--- config.mk ---
export PLATFORM = sky130hd
export DESIGN_NAME = color_wheel_gradient_generator
export DESIGN_NICKNAME = d
export VERILOG_FILES = /design/src/design/cwg_pkg.sv /design/src/design/cwg_endpoint.sv /design/src/design/cwg_map.sv /design/src/design/cwg_div.sv /design/src/design/color_wheel_gradient_generator.sv
export SDC_FILE = /design/constraint.sdc
export NUM_CORES = 1
export LEC_CHECK = 0
export ABC_CLOCK_PERIOD_IN_PS = 22100
export BUFFER_PORTS_ARGS = -buffer_cell sky130_fd_sc_hd__buf_2
export CAP_MARGIN = 30
export CORE_MARGIN = 3
export CORE_UTILIZATION = 50
export DETAILED_ROUTE_END_ITERATION = 8
export GPL_TIMING_DRIVEN = 0
export PLACE_DENSITY = 0.69
export SYNTH_ARGS = -nofsm -noshare
export SYNTH_HDL_FRONTEND = slang
export SYNTH_SLANG_ARGS = --single-unit
--- constraint.sdc ---
create_clock -name clk -period 22.1 [get_ports clk]
set_clock_uncertainty 0.2 [all_clocks]
set_input_delay 3.315 -clock clk [delete_from_list [all_inputs] [get_ports clk]]
set_output_delay 3.315 -clock clk [all_outputs]
set_load 0.01 [all_outputs]
--- src/design/cwg_pkg.sv ---
// Shared widths, wheel constants and types for the colour wheel gradient generator.
// No dependencies; used by every module under design/.
package cwg_pkg;

    localparam int CWG_POS_W       = 10;
    localparam int CWG_CH_W        = 8;
    localparam int CWG_CNT_W       = 7;
    localparam int CWG_MAX_STEPS   = 64;

    // wheel thirds
    localparam logic [CWG_POS_W-1:0] CWG_THIRD_1   = 10'd341;
    localparam logic [CWG_POS_W-1:0] CWG_THIRD_2   = 10'd682;
    localparam logic [CWG_POS_W-1:0] CWG_THIRD_2P1 = 10'd683;
    localparam logic [CWG_CH_W-1:0]  CWG_CH_MAX    = 8'd255;

    // floor(y/3) == (y * CWG_RECIP3) >> CWG_RECIP3_SH, exact for y < 1536
    localparam logic [CWG_POS_W:0]   CWG_RECIP3    = 11'd683;
    localparam int                   CWG_RECIP3_SH = 11;

    // payload widths
    localparam int CWG_IN_TDATA_W  = 80;
    localparam int CWG_OUT_TDATA_W = 40;

    typedef logic [CWG_POS_W-1:0] pos_t;
    typedef logic [CWG_CH_W-1:0]  chan_t;

    typedef struct packed {
        chan_t red;
        chan_t green;
        chan_t blue;
    } rgb_t;

endpackage

--- src/design/cwg_endpoint.sv ---
// RGB colour to wheel position (inverse map), one endpoint.
// Depends on cwg_pkg.
module cwg_endpoint (
    input  cwg_pkg::rgb_t color,
    output cwg_pkg::pos_t position
);
    import cwg_pkg::*;

    chan_t                   sel;
    logic [CWG_POS_W-1:0]    scaled;   // sel * 4
    logic [2*CWG_POS_W-1:0]  prod;
    logic [CWG_POS_W-2:0]    third;    // scaled / 3, at most 340

    always_comb
    begin
        if (color.red == '0)
            sel = color.blue;
        else if (color.green == '0)
            sel = color.red;
        else
            sel = color.green;
    end

    assign scaled = {sel, 2'b00};
    assign prod   = 20'(scaled) * 20'(CWG_RECIP3);
    assign third  = prod[CWG_RECIP3_SH +: CWG_POS_W-1];

    always_comb
    begin
        if (color.red == '0)
            position = pos_t'(third) + CWG_THIRD_1;
        else if (color.green == '0)
            position = pos_t'(third) + CWG_THIRD_2P1;
        else if (color.blue == '0)
            position = pos_t'(third);
        else
            position = '0;
    end

endmodule

--- src/design/cwg_map.sv ---
// Wheel position to RGB colour (forward map by thirds, 3/4 scaling).
// Depends on cwg_pkg.
module cwg_map (
    input  cwg_pkg::pos_t position,
    output cwg_pkg::rgb_t color
);
    import cwg_pkg::*;

    pos_t              offset;
    logic [CWG_POS_W+1:0] tripled;
    chan_t             v;

    always_comb
    begin
        if (position < CWG_THIRD_1)
            offset = position;
        else if (position < CWG_THIRD_2)
            offset = position - CWG_THIRD_1;
        else if (position == CWG_THIRD_2)
            offset = '0;  // just below the last third: truncates to zero
        else
            offset = position - CWG_THIRD_2P1;
    end

    // offset <= 340, so offset*3/4 fits a channel
    assign tripled = {1'b0, offset, 1'b0} + {2'b00, offset};
    assign v       = tripled[CWG_CH_W+1:2];

    always_comb
    begin
        if (position < CWG_THIRD_1)
        begin
            color.red   = CWG_CH_MAX - v;
            color.green = v;
            color.blue  = '0;
        end
        else if (position < CWG_THIRD_2)
        begin
            color.red   = '0;
            color.green = CWG_CH_MAX - v;
            color.blue  = v;
        end
        else
        begin
            color.red   = v;
            color.green = '0;
            color.blue  = CWG_CH_MAX - v;
        end
    end

endmodule

--- src/design/cwg_div.sv ---
// Restoring divider, one quotient bit per cycle, for the step increment setup.
// Depends on cwg_pkg.
module cwg_div (
    input  logic                     clk,
    input  logic                     rst_n,
    input  logic                     start,
    input  logic [cwg_pkg::CWG_POS_W:0]   dividend,
    input  logic [cwg_pkg::CWG_CNT_W-1:0] divisor,
    output logic [cwg_pkg::CWG_POS_W:0]   quotient,
    output logic [cwg_pkg::CWG_CNT_W-1:0] remainder,
    output logic                     done
);
    import cwg_pkg::*;

    localparam int QW = CWG_POS_W + 1;
    localparam int CW = $clog2(QW + 1);

    logic [QW-1:0]        quo_reg, quo_next;
    logic [CWG_CNT_W-1:0] rem_reg, rem_next;
    logic [CW-1:0]        cnt_reg, cnt_next;
    logic                 done_reg, done_next;
    logic [CWG_CNT_W:0]   shifted;

    assign shifted = {rem_reg, quo_reg[QW-1]};

    always_comb
    begin
        quo_next  = quo_reg;
        rem_next  = rem_reg;
        cnt_next  = cnt_reg;
        done_next = 1'b0;
        if (start)
        begin
            quo_next = dividend;
            rem_next = '0;
            cnt_next = CW'(QW);
        end
        else if (cnt_reg != '0)
        begin
            if (shifted >= {1'b0, divisor})
            begin
                rem_next = CWG_CNT_W'(shifted - {1'b0, divisor});
                quo_next = {quo_reg[QW-2:0], 1'b1};
            end
            else
            begin
                rem_next = shifted[CWG_CNT_W-1:0];
                quo_next = {quo_reg[QW-2:0], 1'b0};
            end
            cnt_next  = cnt_reg - 1'b1;
            done_next = (cnt_reg == CW'(1));
        end
    end

    always_ff @(posedge clk or negedge rst_n)
    begin
        if (!rst_n)
        begin
            cnt_reg  <= '0;
            done_reg <= 1'b0;
        end
        else
        begin
            cnt_reg  <= cnt_next;
            done_reg <= done_next;
        end
    end

    always_ff @(posedge clk)
    begin
        quo_reg <= quo_next;
        rem_reg <= rem_next;
    end

    assign quotient  = quo_reg;
    assign remainder = rem_reg;
    assign done      = done_reg;

endmodule

--- src/design/color_wheel_gradient_generator.sv ---
// Top level of the colour wheel gradient generator: request intake, sequencer, output register.
// Depends on cwg_pkg, cwg_endpoint, cwg_map, cwg_div.
//
// Usage:
//   Slave channel (s_*) takes one request: two endpoints and a step count n.
//   s_tuser selects how the endpoints are read: 0 = wheel positions,
//   1 = RGB colours, which are first inverted to wheel positions.
//   Master channel (m_*) returns n colours evenly spaced from start to end,
//   each with its wheel position; m_tlast marks the final colour.
//   n = 0 acts as 1 (start only); n above MAX_STEPS is cut to MAX_STEPS.
// Timing:
//   Accept -> setup state -> serial restoring divide of 2*|end-start|
//   by 2*(n-1) -> n results, one per cycle while m_tready is high.
//   Results leave through the single output register.
//   s_tready is high only while no request is in flight; the next request
//   may be accepted while the final result still waits in the output register.
// Reset: asynchronous, active low; clears the sequencer and m_tvalid.
// Stall: a low m_tready holds a valid output register and freezes stepping.
module color_wheel_gradient_generator #(
    parameter int MAX_STEPS = cwg_pkg::CWG_MAX_STEPS
) (
    input  logic                                  clk,
    input  logic                                  rst_n,
    input  logic                                  s_tvalid,
    output logic                                  s_tready,
    // [9:0] start_position, [19:10] end_position, [27:20] start_red,
    // [35:28] start_green, [43:36] start_blue, [51:44] end_red,
    // [59:52] end_green, [67:60] end_blue, [74:68] step_count, rest zero
    input  logic [cwg_pkg::CWG_IN_TDATA_W-1:0]    s_tdata,
    // [0] action
    input  logic                                  s_tuser,
    output logic                                  m_tvalid,
    input  logic                                  m_tready,
    // [7:0] red, [15:8] green, [23:16] blue, [33:24] position, rest zero
    output logic [cwg_pkg::CWG_OUT_TDATA_W-1:0]   m_tdata,
    output logic                                  m_tlast
);
    import cwg_pkg::*;

    typedef enum logic [3:0] {
        ST_IDLE  = 4'b0001,
        ST_SETUP = 4'b0010,
        ST_DIV   = 4'b0100,
        ST_EMIT  = 4'b1000
    } state_t;

    typedef logic [CWG_CNT_W-1:0] cnt_t;

    state_t state_reg, state_next;

    // request field unpack
    pos_t  in_start_pos, in_end_pos;
    rgb_t  in_start_rgb, in_end_rgb;
    cnt_t  in_steps;
    pos_t  start_from_rgb, end_from_rgb;

    assign in_start_pos       = s_tdata[9:0];
    assign in_end_pos         = s_tdata[19:10];
    assign in_start_rgb.red   = s_tdata[27:20];
    assign in_start_rgb.green = s_tdata[35:28];
    assign in_start_rgb.blue  = s_tdata[43:36];
    assign in_end_rgb.red     = s_tdata[51:44];
    assign in_end_rgb.green   = s_tdata[59:52];
    assign in_end_rgb.blue    = s_tdata[67:60];
    assign in_steps           = s_tdata[74:68];

    cwg_endpoint u_start_ep (
        .color    (in_start_rgb),
        .position (start_from_rgb)
    );

    cwg_endpoint u_end_ep (
        .color    (in_end_rgb),
        .position (end_from_rgb)
    );

    logic accept;
    assign s_tready = (state_reg == ST_IDLE);
    assign accept   = s_tvalid && s_tready;

    // request registers
    pos_t start_reg, start_next;
    pos_t end_reg, end_next;
    cnt_t n_reg, n_next;

    always_comb
    begin
        start_next = start_reg;
        end_next   = end_reg;
        n_next     = n_reg;
        if (accept)
        begin
            start_next = s_tuser ? start_from_rgb : in_start_pos;
            end_next   = s_tuser ? end_from_rgb   : in_end_pos;
            if (in_steps == '0)
                n_next = cnt_t'(1);
            else if (in_steps > cnt_t'(MAX_STEPS))
                n_next = cnt_t'(MAX_STEPS);
            else
                n_next = in_steps;
        end
    end

    // increment setup: 2*mag = A*D + B with D = 2*(n-1), or 2 when n is 1
    logic                 down;
    pos_t                 mag;
    logic [CWG_CNT_W-2:0] den;
    cnt_t                 two_den;
    logic                 div_done;
    logic [CWG_POS_W:0]   div_quo;
    cnt_t                 div_rem;

    assign down    = end_reg < start_reg;
    assign mag     = down ? (start_reg - end_reg) : (end_reg - start_reg);
    assign den     = (n_reg > cnt_t'(1)) ? (CWG_CNT_W-1)'(n_reg - 1'b1)
                                         : (CWG_CNT_W-1)'(1);
    assign two_den = {den, 1'b0};

    cwg_div u_div (
        .clk       (clk),
        .rst_n     (rst_n),
        .start     (state_reg == ST_SETUP),
        .dividend  ({mag, 1'b0}),
        .divisor   (two_den),
        .quotient  (div_quo),
        .remainder (div_rem),
        .done      (div_done)
    );

    // stepping accumulator: q_k = (2*mag*k + den) / (2*den), carried as q, rem
    pos_t inc_whole_reg, inc_whole_next;
    cnt_t inc_frac_reg, inc_frac_next;
    pos_t q_reg, q_next;
    cnt_t rem_reg, rem_next;
    cnt_t k_reg, k_next;
    logic [CWG_CNT_W:0] rem_sum;

    assign rem_sum = {1'b0, rem_reg} + {1'b0, inc_frac_reg};

    // output register
    logic  out_load;
    logic  is_last;
    pos_t  cur_pos;
    rgb_t  cur_rgb;
    logic  m_tvalid_reg, m_tvalid_next;
    logic  m_tlast_reg, m_tlast_next;
    rgb_t  rgb_reg, rgb_next;
    pos_t  pos_reg, pos_next;

    assign cur_pos  = down ? (start_reg - q_reg) : (start_reg + q_reg);
    assign is_last  = (k_reg == n_reg - 1'b1);
    assign out_load = (state_reg == ST_EMIT) && (!m_tvalid_reg || m_tready);

    cwg_map u_map (
        .position (cur_pos),
        .color    (cur_rgb)
    );

    always_comb
    begin
        state_next     = state_reg;
        inc_whole_next = inc_whole_reg;
        inc_frac_next  = inc_frac_reg;
        q_next         = q_reg;
        rem_next       = rem_reg;
        k_next         = k_reg;
        case (state_reg)
            ST_IDLE:
            begin
                if (accept)
                    state_next = ST_SETUP;
            end
            ST_SETUP:
            begin
                state_next = ST_DIV;
            end
            ST_DIV:
            begin
                if (div_done)
                begin
                    inc_whole_next = div_quo[CWG_POS_W-1:0];
                    inc_frac_next  = div_rem;
                    q_next         = '0;
                    rem_next       = cnt_t'(den);
                    k_next         = '0;
                    state_next     = ST_EMIT;
                end
            end
            ST_EMIT:
            begin
                if (out_load)
                begin
                    k_next = k_reg + 1'b1;
                    if (rem_sum >= {1'b0, two_den})
                    begin
                        rem_next = cnt_t'(rem_sum - {1'b0, two_den});
                        q_next   = q_reg + inc_whole_reg + 1'b1;
                    end
                    else
                    begin
                        rem_next = rem_sum[CWG_CNT_W-1:0];
                        q_next   = q_reg + inc_whole_reg;
                    end
                    if (is_last)
                        state_next = ST_IDLE;
                end
            end
            default:
            begin
                state_next = ST_IDLE;
            end
        endcase
    end

    always_comb
    begin
        m_tvalid_next = m_tvalid_reg;
        m_tlast_next  = m_tlast_reg;
        rgb_next      = rgb_reg;
        pos_next      = pos_reg;
        if (out_load)
        begin
            m_tvalid_next = 1'b1;
            m_tlast_next  = is_last;
            rgb_next      = cur_rgb;
            pos_next      = cur_pos;
        end
        else if (m_tready)
        begin
            m_tvalid_next = 1'b0;
        end
    end

    always_ff @(posedge clk or negedge rst_n)
    begin
        if (!rst_n)
        begin
            state_reg    <= ST_IDLE;
            m_tvalid_reg <= 1'b0;
        end
        else
        begin
            state_reg    <= state_next;
            m_tvalid_reg <= m_tvalid_next;
        end
    end

    always_ff @(posedge clk)
    begin
        start_reg     <= start_next;
        end_reg       <= end_next;
        n_reg         <= n_next;
        inc_whole_reg <= inc_whole_next;
        inc_frac_reg  <= inc_frac_next;
        q_reg         <= q_next;
        rem_reg       <= rem_next;
        k_reg         <= k_next;
        m_tlast_reg   <= m_tlast_next;
        rgb_reg       <= rgb_next;
        pos_reg       <= pos_next;
    end

    assign m_tvalid = m_tvalid_reg;
    assign m_tlast  = m_tlast_reg;
    assign m_tdata  = {6'b0, pos_reg, rgb_reg.blue, rgb_reg.green, rgb_reg.red};

`ifndef SYNTHESIS
    // an accepted request always goes to setup next
    a_accept_setup: assert property (@(posedge clk) disable iff (!rst_n)
        accept |=> (state_reg == ST_SETUP))
        else $error("accepted request did not enter setup");

    // the divider only finishes while the sequencer waits for it
    a_div_done_in_div: assert property (@(posedge clk) disable iff (!rst_n)
        div_done |-> (state_reg == ST_DIV))
        else $error("divider finished outside the divide phase");

    // step index never runs past the step count
    a_k_in_range: assert property (@(posedge clk) disable iff (!rst_n)
        (state_reg == ST_EMIT) |-> (k_reg < n_reg))
        else $error("step index beyond step count");

    // the final result of a run returns the sequencer to idle
    a_last_idle: assert property (@(posedge clk) disable iff (!rst_n)
        (out_load && is_last) |=> (state_reg == ST_IDLE) && m_tlast_reg)
        else $error("final result did not end the run");
`endif

endmodule

==> flow_summary.yaml <==
place:
  gp_congestion: 0.912
  port_buffers: 115
  post-dp-hpwl_mm: 25.9
setup_path:
  cpMaxStageDelayCell: "fa_1"
  crit_buf_inv: 5
  end_kind: "flop"
  required_ns: 22.03
  reg2regPathDepth: 32
  worst_path_most_repeated_cell: "fa_1"
  criticalPathCategory: "primary input to flop"
  start_kind: "primary input"
  arrival_ns: 10.68
  path_depth: 25
  crit_family: "compound AO/OA/AOI/OAI gates"
  cp_max_fo: 10
  max_stage_delay_ns: 0.55
clock_network:
  clkSinkCount: 131
  insertion_delay_ns: 0.43
  ctsRootBufferMaster: "clkbuf_16"
  ctsHoldBuffers: 0
  post_cts_resized: 0
  cts.clk_slew.worst_paths_ns: 0.06
  cts_buffer_depth: 2
  tritoncts.num_buffers: 17
  cts_setup_buffers: 0
  cts_tree: "done"
  cts-htree-levels: 4
floorplanning:
  fp.coreArea_sq_um: 26200
  die_w_um: 170
  die-area_sq_um: 28900
  num_rows: 59
  start_util_pct: 51.3
  die_h_um: 170
  io_pins: 128
drt:
  firstDrtPassIters: 6
  avgRoutedWirePerCell_um: 16.2
  viasPerCell: 5.72
  drt_iter0_markers: 794
  finalWirelength_mm: 32.3
  drc: 0
  num_vias: 11400
  antenna_left: 0
outcome:
  outcome: "finished, final reports clean"
synthesis:
  yosys.area_share.xor_xnor_pct: 6.63
  muxShareOfSynthArea_pct: 1.41
  synth_cells: 1504
  synth_cell_types: 104
  yosys.area_share.simple_pct: 16.2
  synth_top_family_by_area: "adder cells"
  synth-edff-count: 113
  synthAdderAreaFrac_pct: 21.8
  synth.yosys.seq_area_share_pct: 28.3
  synth-compound-area-share_pct: 19.6
  yosysWarnings: 0
  synthFlopType: "edfxtp_1"
  synth-async-reset-ratio_pct: 7.63
  avgSynthCellArea_sq_um: 8.94
  syn_area_sq_um: 13400
  synth_seq_cells: 131
timing:
  max-slew-margin-rel_pct: 29.9
  fin_crit_ns: 10.74
  final_max_slew_viol_count: 0
  finalCritPeriodShare_pct: 48.6
  setup_viol: 0
  setup-tns-final_ns: 0
  hold_viol_final: 0
  fmax_ghz: 0.0931
  tightestPinTransition_ns: 1.04
  rsz0062_at_grt: "no"
global_route:
  met1_usage_pct: 30.9
  grtUsageTotal_pct: 22.3
  grtUsageMet3_pct: 2.93
  grt_overflow: 0
  antenna_found_initial: 0
  grt_max_degree: 35
  grtUsageMet2_pct: 37.2
  grt_pass1_wl_mm: 53.1
  grt-busiest-layer: "met2"
  grt_pass1_vias: 10900
layout:
  drive_gt1_share_pct: 13.0
  mostFrequentLayoutCells: "ha_1, inv_1, nor2_1"
  area_growth_pct: 12.4
  nets: 1942
  fillers: 2375
  diodes: 0
  mostFrequentLayoutCell: "ha_1"
  largest_reg_flops: 24
min_path:
  min_path_type: "flop to flop"
  hold_depth: 0
run:
  cap_violations: 0
==> path summary, 6_finish.rpt <==
| check | slack, ns | startpoint | endpoint |
|---|---|---|---|
| setup / recovery | 11.36 | s_tdata[57] | end_reg[8]$_DFFE_PP_ |
| hold / removal | 0.25 | u_div.quotient[9]$_DFFE_PP_ | inc_whole_reg[9]$_DFFE_PP_ |
| setup reg to reg | 13.46 | start_reg[6]$_DFFE_PP_ | m_tdata[23]$_SDFFCE_PP0P_ |
| hold reg to reg | 0.25 | u_div.quotient[9]$_DFFE_PP_ | inc_whole_reg[9]$_DFFE_PP_ |
| max in group asynchronous | 18.88 | rst_n | state_reg[0]$_DFFE_PN1P_ |
| min in group asynchronous | 2.55 | rst_n | m_tvalid$_DFFE_PN0P_ |
==> cells in the mapped netlist (all sizes together) (19+ instances only) <==
library cell | number | share of area, %
nand3 | 33 | 1.3
nand2 | 101 | 2.8
ha | 173 | 16
a211oi | 20 | 1.2
xor2 | 32 | 2.2
clkbuf | 32 | 0.89
o21ai | 89 | 3.3
fa | 38 | 5.7
nor2 | 136 | 3.9
inv | 167 | 4.7
a21oi | 117 | 4.4
a21o | 22 | 1.2
xnor2 | 68 | 4.4
edfxtp | 113 | 25
and2 | 19 | 0.90
nor3 | 36 | 1.4
==> per-layer routing <==
| layer | share of wire [%] | wire length [um] | vias up |
|---|---|---|---|
| met1 | 47 | 15100 | 5364 |
| met3 | 5.0 | 1610 | 49 |
| li1 | - | - | 5692 |
| met4 | 1.7 | 559 | 0 |
| met5 | 0 | 0 | - |
| met2 | 46 | 15000 | 310 |
==> cell families after synthesis <==
| kind of cell | Yosys count |
|---|---|
| AND/OR/NAND/NOR | 439 |
| other | 1 |
| flip-flops | 131 |
| multiplexers | 18 |
| AO/OA/AOI/OAI | 394 |
| adder cells (fa/ha/maj) | 211 |
| XOR/XNOR | 100 |
| buffers and inverters | 210 |
==> cell type report <==
cell class	instances	area, sq um	share of cell area [%]
Tap cell	335	419	2.77
Inverter	168	632	4.18
Timing Repair Buffer	118	622	4.11
Sequential cell	131	3800	25.2
Buffer	42	185	1.23
Multi-Input combinational cell	1168	8860	58.7
Clock buffer	17	425	2.81
Clock inverter	15	161	1.07
==> per-stage QoR <==
stage | instances | hold slack (ns) | area [sq um] | utilization (%) | setup WS, ns
floorplan | 1509 | 0.226 | 13500 | - | 12.49
global placement | 1959 | 0.233 | 14500 | 55.2 | 11.09
CTS | 1994 | 0.250 | 15100 | 57.7 | 11.49
global route | 1994 | 0.253 | 15100 | 57.7 | 10.89
detailed placement | 1962 | 0.236 | 14500 | 55.4 | 11.07
finish | 1994 | 0.250 | 15100 | 57.7 | 11.36
Power is left out: the tool's default activity adds up to more than one toggle a clock period on the data nets, which glitch-free logic cannot reach.
